`config.mk`:
```
export PLATFORM = sky130hd
export DESIGN_NAME = rpn_stack_bitwise_alu_core
export DESIGN_NICKNAME = d
export VERILOG_FILES = /design/src/rpnsba_pkg.sv /design/src/rpn_stack_bitwise_alu_core.sv
export SDC_FILE = /design/constraint.sdc
export NUM_CORES = 1
export LEC_CHECK = 0
export BUFFER_PORTS_ARGS = -buffer_cell sky130_fd_sc_hd__buf_2
export CORE_ASPECT_RATIO = 0.7
export CORE_MARGIN = 5
export CORE_UTILIZATION = 60
export CTS_CLUSTER_SIZE = 20
export DETAILED_ROUTE_END_ITERATION = 10
export MAX_ROUTING_LAYER = met4
export PLACE_DENSITY = 0.77
export SYNTH_ARGS = -nofsm -noshare
export SYNTH_HDL_FRONTEND = slang
export SYNTH_SLANG_ARGS = --single-unit
```
`constraint.sdc`:
```
create_clock -name clk -period 4.8 [get_ports clk]
set_input_delay 1.2 -clock clk [delete_from_list [all_inputs] [get_ports clk]]
set_output_delay 1.2 -clock clk [all_outputs]
set_load 0.1 [all_outputs]
```
`src/rpnsba_pkg.sv`:
```
// Shared constants for the RPN stack calculator.
package rpnsba_pkg;

  localparam int STACK_DEPTH = 16;
  localparam int PTR_W       = $clog2(STACK_DEPTH);
  localparam int CNT_W       = $clog2(STACK_DEPTH + 1);
  localparam int DATA_W      = 16;
  localparam int CMD_W       = 4;
  localparam int STAT_W      = 2;

  localparam logic [CMD_W-1:0] CMD_PUSH  = 4'd0;
  localparam logic [CMD_W-1:0] CMD_FLUSH = 4'd1;
  localparam logic [CMD_W-1:0] CMD_POP   = 4'd2;
  localparam logic [CMD_W-1:0] CMD_TOP   = 4'd3;
  localparam logic [CMD_W-1:0] CMD_SHL   = 4'd4;
  localparam logic [CMD_W-1:0] CMD_SHR   = 4'd5;
  localparam logic [CMD_W-1:0] CMD_OR    = 4'd6;
  localparam logic [CMD_W-1:0] CMD_AND   = 4'd7;
  localparam logic [CMD_W-1:0] CMD_ADD   = 4'd8;

  localparam logic [STAT_W-1:0] ST_OK       = 2'd0;
  localparam logic [STAT_W-1:0] ST_EMPTY    = 2'd1;
  localparam logic [STAT_W-1:0] ST_OVERFLOW = 2'd2;
  localparam logic [STAT_W-1:0] ST_FULL     = 2'd3;

endpackage

```
`src/rpn_stack_bitwise_alu_core.sv`:
```
// Operands are read from the stack memory into registered read ports when an
// item is accepted; the execute state then registers the result, waiting while
// the output register still holds an earlier result. A new item is accepted
// only after the previous one has finished its execute and write-back state.
// A finished result may wait at the output while the next item is accepted.
// Reset clears the stack count, the sequencer and the output valid; the stack
// memory itself is not cleared.
module rpn_stack_bitwise_alu_core (
  input  logic        clk,
  input  logic        rst_n,
  input  logic        in_tvalid,
  output logic        in_tready,
  input  logic [15:0] in_tdata,   // [15:0] operand_value
  input  logic [3:0]  in_tuser,   // [3:0] command
  output logic        out_tvalid,
  input  logic        out_tready,
  output logic [15:0] out_tdata,  // [15:0] result_value
  output logic [2:0]  out_tuser   // [0] result_valid, [2:1] status
);

  localparam logic S_IDLE = 1'b0;
  localparam logic S_EXEC = 1'b1;

  logic [rpnsba_pkg::DATA_W-1:0] stack_mem [rpnsba_pkg::STACK_DEPTH];

  logic                            state_r, state_nxt;
  logic [rpnsba_pkg::CNT_W-1:0]    cnt_r, cnt_nxt;
  logic [rpnsba_pkg::CMD_W-1:0]    cmd_r;
  logic [rpnsba_pkg::DATA_W-1:0]   val_r;
  logic [rpnsba_pkg::DATA_W-1:0]   rd_a_r, rd_b_r;
  logic                            out_tvalid_r;
  logic [rpnsba_pkg::DATA_W-1:0]   out_tdata_r;
  logic [2:0]                      out_tuser_r;

  logic                            in_fire;
  logic                            done;
  logic [rpnsba_pkg::PTR_W-1:0]    ptr_a, ptr_b;
  logic                            mem_we;
  logic [rpnsba_pkg::PTR_W-1:0]    mem_waddr;
  logic [rpnsba_pkg::DATA_W-1:0]   mem_wdata;
  logic                            res_valid;
  logic [rpnsba_pkg::DATA_W-1:0]   res_value;
  logic [rpnsba_pkg::STAT_W-1:0]   res_status;
  logic [rpnsba_pkg::DATA_W:0]     sum;
  logic                            big_shift;
  logic [rpnsba_pkg::DATA_W-1:0]   bin_r;
  logic                            two_ok;
  logic                            is_full;

  assign in_tready  = (state_r == S_IDLE);
  assign in_fire    = in_tvalid && in_tready;
  assign done       = (state_r == S_EXEC) && (!out_tvalid_r || out_tready);
  assign out_tvalid = out_tvalid_r;
  assign out_tdata  = out_tdata_r;
  assign out_tuser  = out_tuser_r;

  assign ptr_a = cnt_r[rpnsba_pkg::PTR_W-1:0] - rpnsba_pkg::PTR_W'(1);
  assign ptr_b = cnt_r[rpnsba_pkg::PTR_W-1:0] - rpnsba_pkg::PTR_W'(2);

  assign sum       = {1'b0, rd_b_r} + {1'b0, rd_a_r};
  assign big_shift = (rd_a_r[rpnsba_pkg::DATA_W-1:4] != '0);
  assign two_ok    = (cnt_r >= rpnsba_pkg::CNT_W'(2));
  assign is_full   = (cnt_r == rpnsba_pkg::CNT_W'(rpnsba_pkg::STACK_DEPTH));

  always_comb begin
    bin_r = '0;
    unique case (cmd_r)
      rpnsba_pkg::CMD_SHL: bin_r = big_shift ? '0 : (rd_b_r << rd_a_r[3:0]);
      rpnsba_pkg::CMD_SHR: bin_r = big_shift ? '0 : (rd_b_r >> rd_a_r[3:0]);
      rpnsba_pkg::CMD_OR:  bin_r = rd_b_r | rd_a_r;
      rpnsba_pkg::CMD_AND: bin_r = rd_b_r & rd_a_r;
      rpnsba_pkg::CMD_ADD: bin_r = sum[rpnsba_pkg::DATA_W-1:0];
      default:             bin_r = '0;
    endcase
  end

  always_comb begin
    res_valid  = 1'b0;
    res_value  = '0;
    res_status = rpnsba_pkg::ST_OK;
    cnt_nxt    = cnt_r;
    mem_we     = 1'b0;
    mem_waddr  = ptr_b;
    mem_wdata  = bin_r;
    unique case (cmd_r)
      rpnsba_pkg::CMD_PUSH: begin
        if (is_full) begin
          res_status = rpnsba_pkg::ST_FULL;
        end else begin
          mem_we    = 1'b1;
          mem_waddr = cnt_r[rpnsba_pkg::PTR_W-1:0];
          mem_wdata = val_r;
          cnt_nxt   = cnt_r + rpnsba_pkg::CNT_W'(1);
          res_valid = 1'b1;
          res_value = val_r;
        end
      end
      rpnsba_pkg::CMD_FLUSH: begin
        cnt_nxt = '0;
      end
      rpnsba_pkg::CMD_POP: begin
        if (cnt_r == '0) begin
          res_status = rpnsba_pkg::ST_EMPTY;
        end else begin
          cnt_nxt = cnt_r - rpnsba_pkg::CNT_W'(1);
          if (two_ok) begin
            res_valid = 1'b1;
            res_value = rd_b_r;
          end
        end
      end
      rpnsba_pkg::CMD_TOP: begin
        if (cnt_r == '0) begin
          res_status = rpnsba_pkg::ST_EMPTY;
        end else begin
          res_valid = 1'b1;
          res_value = rd_a_r;
        end
      end
      rpnsba_pkg::CMD_SHL, rpnsba_pkg::CMD_SHR, rpnsba_pkg::CMD_OR,
      rpnsba_pkg::CMD_AND, rpnsba_pkg::CMD_ADD: begin
        if (!two_ok) begin
          res_status = rpnsba_pkg::ST_EMPTY;
        end else if (cmd_r == rpnsba_pkg::CMD_ADD && sum[rpnsba_pkg::DATA_W]) begin
          res_status = rpnsba_pkg::ST_OVERFLOW;
        end else begin
          mem_we    = 1'b1;
          cnt_nxt   = cnt_r - rpnsba_pkg::CNT_W'(1);
          res_valid = 1'b1;
          res_value = bin_r;
        end
      end
      default: begin
        res_status = rpnsba_pkg::ST_OK;
      end
    endcase
  end

  always_comb begin
    state_nxt = state_r;
    unique case (state_r)
      S_IDLE:  if (in_fire) state_nxt = S_EXEC;
      S_EXEC:  if (done) state_nxt = S_IDLE;
      default: state_nxt = S_IDLE;
    endcase
  end

  // stack memory: one write port, two registered read ports
  always_ff @(posedge clk) begin
    if (done && mem_we) begin
      stack_mem[mem_waddr] <= mem_wdata;
    end
    if (in_fire) begin
      rd_a_r <= stack_mem[ptr_a];
      rd_b_r <= stack_mem[ptr_b];
    end
  end

  always_ff @(posedge clk) begin
    if (in_fire) begin
      cmd_r <= in_tuser;
      val_r <= in_tdata;
    end
    if (done) begin
      out_tdata_r <= res_value;
      out_tuser_r <= {res_status, res_valid};
    end
  end

  always_ff @(posedge clk) begin
    if (!rst_n) begin
      state_r      <= S_IDLE;
      cnt_r        <= '0;
      out_tvalid_r <= 1'b0;
    end else begin
      state_r <= state_nxt;
      if (done) begin
        cnt_r        <= cnt_nxt;
        out_tvalid_r <= 1'b1;
      end else if (out_tready) begin
        out_tvalid_r <= 1'b0;
      end
    end
  end

endmodule

```
=== After elaboration in Yosys (flattened, before gate mapping) ===
Memories as Yosys holds them, arrays and structs flattened. A register that Yosys moved wholly into a read port is not among the register bits.
Cells that the tools add are included.

* Bits in registers: 46
* RAM bits: 256
* Input port bits: 24
* Output and inout port bits: 21
* Memories kept: 1
* Word-level logic and storage cells: 85

* Equality and inequality tests: 13
* Mux-type cells: 39
* Bitwise logic cells: 3
* Magnitude comparators: 1
* Reduce and logical (&&, ||, !) cells: 14
* Add/sub/neg operators: 5
* Shift-type cells: 2

{| class="wikitable"
|+ Memories
! memory !! depth !! bits a word !! read ports !! clocked after Yosys merged registers in !! wr ports !! RTL line !! text
|-
| stack_mem || 16 || 16 || 2 || 2 || 1 || rpn_stack_bitwise_alu_core.sv:24 || <nowiki>logic [rpnsba_pkg::DATA_W-1:0] stack_mem [rpnsba_pkg::STACK_DEPTH];</nowiki>
|}

{| class="wikitable"
|+ Operator list
! operator !! number
|-
| two-way mux 16 bit || 10
|-
| one-hot mux 16 bit (5 select lines) || 1
|-
| one-hot mux 16 bit (4 select lines) || 1
|-
| two-way mux 5 bit || 4
|-
| one-hot mux 5 bit (4 select lines) || 1
|-
| adder 16 x 16 -> 17 bit || 1
|-
| bitwise AND 16 bit || 1
|-
| == test 4 x 3 -> 1 bit, second input constant || 4
|-
| OR 16 bit || 1
|-
| left shift 16 x 4 -> 16 bit || 1
|-
| right shift 16 x 4 -> 16 bit || 1
|-
| two-way mux 1 bit || 13
|-
| nonzero test 12 bit || 1
|-
| == test 4 x 2 -> 1 bit, second input constant || 2
|-
| two-way mux 4 bit || 2
|-
| inequality test 2 bit, second input constant || 4
|-
| two-way mux 2 bit || 3
|-
| one-hot mux 2 bit (3 select lines) || 1
|-
| AND reduction 6 bit || 1
|-
| adder 5 x 1 -> 5 bit, second input constant || 1
|-
| == test 5 bit, second input constant || 1
|-
| >= comparator 5 x 2 -> 1 bit, second input constant || 1
|-
| logical NOT 5 bit || 1
|-
| OR reduction 5 bit || 1
|-
| other kinds (15) || 19
|}

=== Depth between registers and ports, before layout ===
Gate-level depths: netlist of run 1.

* Word-level depth: 8
* Depth in mapped cells: 13
* Depth with buffers taken out: 12

=== Worst setup path before layout of run 1 ===
Ideal clock, no wire load.

* Path type: input-to-reg
* Start point: input in_tvalid
* End point: register cmd_r[0] (netlist bit), enable pin
* Required time: 4.332 ns
* Stages: 1
* Slack: 0.830 ns
* Setup time: 0.468 ns
* Buffers on the path: 0
* Arrival time: 3.502 ns
* Cells stage by stage: nor2b_1

* Word-level cells in the longest chain between the ends: 1

{| class="wikitable"
|+ RTL lines
! element !! RTL line !! text
|-
| start, declared || rpn_stack_bitwise_alu_core.sv:11 || <nowiki>input logic in_tvalid,</nowiki>
|-
| logical AND 1 bit || rpn_stack_bitwise_alu_core.sv:51 || <nowiki>assign in_fire = in_tvalid && in_tready;</nowiki>
|-
| end signal, assigned || rpn_stack_bitwise_alu_core.sv:161 || <nowiki>cmd_r <= in_tuser;</nowiki>
|-
| end, declared || rpn_stack_bitwise_alu_core.sv:28 || <nowiki>logic [rpnsba_pkg::CMD_W-1:0] cmd_r;</nowiki>
|}

Every way passes these cells.
A chain may end at the register's enable or synchronous reset.

=== Worst setup path after layout of run 1 ===
* Start point: register rd_a_r[2] (netlist bit), read port of stack_mem
* End point: memory stack_mem[8][0] (netlist bit), enable pin

* Word-level cells in the longest chain between the ends: 8

{| class="wikitable"
|+ RTL lines
! element !! RTL line !! text
|-
| start, declared || rpn_stack_bitwise_alu_core.sv:30 || <nowiki>logic [rpnsba_pkg::DATA_W-1:0] rd_a_r, rd_b_r;</nowiki>
|-
| adder 16 x 16 -> 17 bit || rpn_stack_bitwise_alu_core.sv:60 || <nowiki>assign sum = {1'b0, rd_b_r} + {1'b0, rd_a_r};</nowiki>
|-
| logical AND 1 bit || rpn_stack_bitwise_alu_core.sv:124 || <nowiki>end else if (cmd_r == rpnsba_pkg::CMD_ADD && sum[rpnsba_pkg::DATA_W]) begin</nowiki>
|-
| two-way mux 1 bit || rpn_stack_bitwise_alu_core.sv:124 ||
|-
| two-way mux 1 bit || rpn_stack_bitwise_alu_core.sv:122 || <nowiki>if (!two_ok) begin</nowiki>
|-
| one-hot mux 1 bit (2 select lines) || rpn_stack_bitwise_alu_core.sv:85 || <nowiki>unique case (cmd_r)</nowiki>
|-
| logical AND 1 bit || rpn_stack_bitwise_alu_core.sv:150 || <nowiki>if (done && mem_we) begin</nowiki>
|-
| two-way mux 1 bit || rpn_stack_bitwise_alu_core.sv:150 ||
|-
| two-way mux 1 bit (not written as such) || rpn_stack_bitwise_alu_core.sv:151 || <nowiki>stack_mem[mem_waddr] <= mem_wdata;</nowiki>
|-
| end, declared || rpn_stack_bitwise_alu_core.sv:24 ||
|}

Every way passes these cells.

==> results of run 1 <==
==> worst min-delay path: stages (launching register included) <==
cell      delay (ns)
dfxtp_1         0.31
nand2b_1        0.11
a21oi_1         0.07
==> through the flow <==
| step | std cells | total power [µW] |
|---|---|---|
| after floorplan | 1150 | 4479 |
| after global placement | 1569 | 4939 |
| after detailed placement | 1569 | 4951 |
| after CTS | 1632 | 7689 |
| after global routing | 1632 | 7937 |
| final | 1632 | 7703 |
==> registers in the layout, summed over array words and instances, names as in the netlist <==
signal      flops
cmd_r           4
cnt_r           5
out_tdata      16
out_tuser       3
out_tvalid      1
rd_a_r         16
rd_b_r         16
stack_mem     256
state_r         1
val_r          16
==> metal layers <==
metal | track usage | share of wire | vias up
met5 | - | 0 | -
met4 | 0.07023 | 0.023 | 0
met3 | 0.1476 | 0.17 | 93
met2 | 0.4569 | 0.42 | 1000
met1 | 0.5072 | 0.38 | 6157
li1 | - | - | 4871
==> logic make-up after synthesis <==
family                   after synthesis
AND/OR/NAND/NOR                      234
multiplexers                         213
adder cells (fa/ha/maj)               43
AO/OA/AOI/OAI                        198
flip-flops                           334
XOR/XNOR                               9
buffers and inverters                119
==> area by class of cell <==
| cell class | count | area, µm² | share of cell area |
|---|---|---|---|
| inverter | 45 | 168.9 | 0.008392 |
| clock inverter | 22 | 235.2 | 0.01169 |
| timing repair buffer | 81 | 523.0 | 0.02599 |
| multi-input combinational | 697 | 7800 | 0.3875 |
| tap | 412 | 515.5 | 0.02561 |
| sequential | 334 | 9965 | 0.4951 |
| clock buffer | 41 | 919.6 | 0.04569 |
==> layout by cell type, fill, tap and decap left out, types with 5 or more instances in the layout <==
| cell | n |
|---|---|
| edfxtp_1 | 327 |
| mux4_2 | 176 |
| nand2_1 | 82 |
| nor2_1 | 45 |
| buf_2 | 44 |
| inv_1 | 43 |
| ha_1 | 40 |
| clkbuf_16 | 36 |
| buf_4 | 35 |
| a21oi_1 | 34 |
| o21ai_0 | 32 |
| mux2i_1 | 25 |
| a222oi_1 | 18 |
| nor2_2 | 17 |
| nand3_1 | 10 |
| a31oi_1 | 10 |
| o21ai_1 | 10 |
| nand2b_1 | 9 |
| a21o_1 | 9 |
| a22oi_1 | 8 |
| clkinv_2 | 8 |
| o22ai_1 | 7 |
| a211oi_1 | 7 |
| nand4_1 | 6 |
| o21a_1 | 6 |
| and3_1 | 6 |
| or4_1 | 6 |
| mux4_1 | 6 |
| nor3_1 | 6 |
| nor2b_1 | 5 |
| nor4_1 | 5 |
| mux2_2 | 5 |
| a221oi_1 | 5 |
| clkbuf_1 | 5 |
| dfxtp_1 | 5 |
==> power by group <==
part,internal [µW],switching (µW)
Clock,1600,1150
Combinational,573,942
Sequential,3320,107
==> final timing paths <==
kind	endpoint	start	slack, ns	depth (start not counted)
worst max-delay path	stack_mem[8][0]	rd_a_r[2]	0.82	9
worst min register to register	out_tvalid	out_tvalid	0.53	2
worst min-delay path	out_tvalid	out_tvalid	0.53	2
worst max register to register	stack_mem[8][0]	rd_a_r[2]	0.82	9
==> summary.txt, run 1 <==
Synth
  – Synthesized flop and latch total: 334
  – Adder-cell area share of the yosys netlist: 0.03040
  – Ys async rst share: 0
  – Post-Syn Area per Cell: 15.82 µm²
  – Area leader, netlist: edfxtp_1
  – Largest family of logic cells by synthesized area: multiplexers
  – Post-Synth XOR/XNOR Area: 0.004333
  – Cells after Synth: 1150
  – Mapped cell area: 18190 µm²
  – Compound-gate portion of the synthesized area: 0.07820
  – Commonest cells post-synth: edfxtp_1 (327), mux4_2 (176), nand2_1 (82)
  – Post-synth EDFFs: 327
  – Synth warnings: 0
  – Count leader, synth: edfxtp_1
  – Seq/Total Area, Yosys: 0.5475
  – Synth Flop Type: edfxtp_1
  – Share of the synthesized area in the top cell type: 0.5398
  – Leading post-synthesis cells by cell area: edfxtp_1 (54%), mux4_2 (22%), ha_1 (2.8%)
  – Syn nets: 1217
  – Post-synthesis simple-gate area fraction: 0.06596
  – Synth cell types: 93
  – Mux cell area share after synthesis: 0.2442

Clocking
  – H-tree Lvls: 2
  – CTS Hold Bufs: 0
  – Clock transition at path regs: 0.06 ns
  – CTS Buffer Depth: 3
  – CTS sink cnt: 334
  – Skew-Pair Late Insertion Delay: 0.54 ns
  – CTS Buf Count: 35
  – Setup bufs post-CTS: 0
  – CTS tree: built
  – Post-CTS sizing: 0
  – Root buf cell: clkbuf_16

Cells and area
  – P&R area growth vs syn: 10.63%
  – Design Area, Final: 20130 µm²
  – ANT cells: 0
  – Final #Nets: 1261
  – Final Core Density: 0.6715
  – Layout cells sized above 1: 0.3016
  – Fillcell total: 2104

Setup path
  – Type of the worst setup path: register to register
  – Startpoint Class: register
  – CP bufs+invs: 2
  – Worst Setup End Kind: register
  – Worst Path Max Fanout: 19
  – Critical path's top delay family: compound AO/OA/AOI/OAI gates
  – Worst Path Arrival: 4.13 ns
  – Critical path's largest stage delay: 0.82 ns
  – CP Cell Sequence: inv_2 -> ha_1 -> nor2b_1 -> o2111ai_2 -> a31oi_1 -> o21ai_2 -> a31oi_2 -> buf_4 -> nor2_2
  – Critical path's slowest cell: nor2_2
  – WP data required: 4.95 ns

Placed design
  – GPL Wtd Cong: 0.9956
  – Pre-CTS setup slack: 0.9166 ns
  – Instance area at placement: 18970 µm²
  – Port Buffers: 44
  – Placed wire-length estimate: 39160 µm

Pwr
  – Max VDD drop: 0.3228 mV
  – Pwr per Cell Area: 382.7 nW/µm²
  – Lkg Pwr: 0.006691 µW

Global route
  – Initial antenna violation count: 2
  – First-pass GRT wire length: 81340 µm
  – Gr ovfl total: 0
  – Vias in the first global route: 11470
  – Largest net degree at the start of global routing: 133
  – GRT Overall Usage: 0.3453

Route
  – DRC violations left: 0
  – Antenna-violating nets left: 0
  – Vias: 12120
  – WL final: 56490 µm
  – DRT Pass-1 Iters: 10
  – DR WL/cell: 34.62 µm
  – Drt initial violations: 2100
  – Post-DR vias/cell: 7.427

Timing
  – Final Hold Fails: 0
  – Max Freq: 251.4 MHz
  – Setup WS post-layout: 0.8219 ns
  – Period utilisation layout: 0.8288
  – Slew Limit Fails: 0
  – Relative slew margins: 0.2568
  – Post-route minimum period: 3.978 ns
  – Layout Skew: 0.009898 ns
  – Final setup fails: 0
  – Worst-Margin Slew: 1.111 ns
  – RSZ-0062 raised after global routing: false
  – Min Hold Slack: 0.5349 ns
  – TNS Setup: 0 ns

Die
  – Die Y: 155.7 µm
  – Site Rows: 53
  – Die width: 218.1 µm
  – Area of the die: 33960 µm²
  – Core area: 29970 µm²
  – Initial core utilization: 0.6069
  – Top-level port count: 45

Status
  – Status: finished clean

Run
  – Max-cap viol count: 0

Hold path
  – Hold WC Path Type: register to register
Note: power is estimated with default switching activity, not from simulation.
==> run 2, diff against run 1 <==
Settings changed: CORE_UTILIZATION 60 to 57.
Clock period 4.8 ns to 3.3 ns, I/O delays scaled along.
==> run 2 against run 1 <==
Compared with the run above:
- final cell count is 5.5% higher
- via count rose by 2.6%
- wire length is 1.5% lower
- core utilization decreased by 0.67 points
- clock skew up 0.0068 ns
- setup slack got worse by 0.70 ns
- clock power up 31%
- clock-buffer cell count grew 4
==> summary.txt, run 2 (synthesized netlist as in run 1, its figures left out) <==
Status
  – Status: finished clean

Route
  – Met3 wire length: 7640 µm
  – WL final: 55630 µm
  – DRC violations left: 0
  – Vias: 12440
  – DRT Pass-1 Iters: 6
  – Antenna-violating nets left: 0
  – Drt initial violations: 1932
  – Max layer used: met4
  – DR WL/cell: 32.30 µm
  – Routed length on met2: 24600 µm
  – Met1 wire length: 22090 µm
  – Post-DR vias/cell: 7.223

Clocking
  – CTS tree: built
  – Setup bufs post-CTS: 0
  – CTS Hold Bufs: 0
  – H-tree Lvls: 2
  – Clock transition at path regs: 0.07 ns
  – CTS Buf Count: 34
  – CTS sink cnt: 334
  – Post-CTS sizing: 0
  – CTS Buffer Depth: 3
  – Skew-Pair Late Insertion Delay: 0.53 ns
  – Root buf cell: clkbuf_16

Die
  – Die Y: 159.5 µm
  – Top-level port count: 45
  – Initial core utilization: 0.5803
  – Core area: 31350 µm²
  – Die width: 223.5 µm
  – Area of the die: 35650 µm²
  – Site Rows: 54

Cells and area
  – Number of flip-flops in the largest register: 256
  – P&R area growth vs syn: 14.55%
  – Layout cells sized above 1: 0.3464
  – Top reg by flops: stack_mem
  – Footprint of the multi-input gates: 7828 µm²
  – Final #Nets: 1347
  – Fillcell total: 2146
  – ANT cells: 0
  – Register Area: 9965 µm²
  – Commonest non-fill, non-tap cell in the layout: edfxtp_1
  – Commonest non-fill, non-tap cells in the layout: edfxtp_1 (327), mux4_2 (176), buf_4 (108)
  – Design Area, Final: 20840 µm²

Setup path
  – Worst Setup End Kind: register
  – CP bufs+invs: 2
  – Worst reg2reg setup slack: 0.13 ns
  – Type of the worst setup path: register to register
  – Critical path's largest stage delay: 0.60 ns
  – Worst Path Arrival: 3.53 ns
  – Startpoint Class: register
  – Critical path's slowest cell: edfxtp_1
  – Worst Setup SP: rd_b_r[12]
  – WP data required: 3.66 ns
  – R2R Path End: out_tdata[11]
  – Worst Path Max Fanout: 10
  – Most used cell, CP: buf_4
  – Reg2reg start: rd_b_r[12]
  – CP Cell Sequence: ha_1 -> a21o_1 -> a311oi_1 -> o21ai_0 -> o21ai_2 -> buf_4 -> nand2_2 -> buf_4 -> a22oi_1
  – R2R depth: 9
  – Critical path's top delay family: compound AO/OA/AOI/OAI gates

Pwr
  – Max VDD drop: 0.3749 mV
  – Lkg Pwr: 0.007095 µW
  – Pwr per Cell Area: 522.2 nW/µm²

Global route
  – Initial antenna violation count: 0
  – Gr ovfl total: 0
  – First-pass GRT wire length: 81850 µm
  – Largest net degree at the start of global routing: 81
  – Vias in the first global route: 12050
  – GRT Overall Usage: 0.3207

Timing
  – RSZ-0062 raised after global routing: false
  – Worst-Margin Slew: 1.019 ns
  – Period utilisation layout: 0.9617
  – Relative slew margins: 0.3154
  – Final Hold Fails: 0
  – Layout Skew: 0.01672 ns
  – Post-route minimum period: 3.174 ns
  – Min Hold Slack: 0.4665 ns
  – Slew Limit Fails: 0
  – Final setup fails: 0
  – Max Freq: 315.1 MHz

Run
  – Max-cap viol count: 0

Hold path
  – End point of the worst hold path: val_r[15]
  – Hold Crit Depth: 1
  – Hold WC Path Type: input pin to register
  – Hold Startpoint: in_tdata[15]

Placed design
  – GPL Wtd Cong: 0.9840
  – Placed wire-length estimate: 38630 µm
  – Instance area at placement: 19800 µm²
  – Port Buffers: 44
==> run 2: changes by cell type in the layout (fill, tap and decap cells not counted), moves of 4 or more <==
cell,change
buf_4,+73
buf_12,+14
bufinv_16,-4
clkbuf_1,+4
clkinv_2,-4
nand2_1,-4
nand2_2,+4
==> run 2: area by class of cell <==
cell class / count / share of cell area
inverter: 45 / 0.008105
timing repair buffer: 168 / 0.06484
sequential: 334 / 0.4781
clock buffer: 45 / 0.04431
tap: 420 / 0.02522
multi-input combinational: 697 / 0.3756
clock inverter: 13 / 0.003782
==> run 2: worst max path at each step <==
| stage | end | depth (start not counted) |
|---|---|---|
| 4_1_cts | stack_mem[7][10] | 10 |
| 6_report | out_tdata[11] | 9 |
| 2_1_floorplan | stack_mem[0][0] | 10 |
| 3_3_place_gp | stack_mem[3][6] | 9 |
| 5_1_grt | stack_mem[0][6] | 9 |
| 3_5_place_dp | stack_mem[0][6] | 9 |
==> run 2: report_power, final <==
group | leakage (µW) | switching, µW | internal [µW]
combinational | 0.00350 | 1390 | 948
sequential | 0.00310 | 107 | 4830
clock | 0.000493 | 1630 | 1980
total | 0.00709 | 3120 | 7760
==> run 2: per-stage QoR <==
| step | setup TNS, ns | worst slack [ns] | total power [µW] | cells | util |
|---|---|---|---|---|---|
| global placement | 0 | 0.1293 | 7285 | 1664 | 0.6317 |
| global route | 0 | 0.01414 | 11250 | 1722 | 0.6648 |
| detailed placement | 0 | 0.08510 | 7290 | 1664 | 0.6317 |
| floorplan | -27.75 | -0.1098 | 6519 | 1150 | - |
| finish | 0 | 0.1263 | 10880 | 1722 | 0.6648 |
| CTS | 0 | 0.01367 | 10860 | 1722 | 0.6637 |
==> run 2: layer usage <==
layer  global-route usage  vias to the layer above
met1               0.4692                     6323
li1                     -                     5049
met5                    -                        -
met3              0.09971                       92
met4              0.07181                        0
met2               0.4498                      974
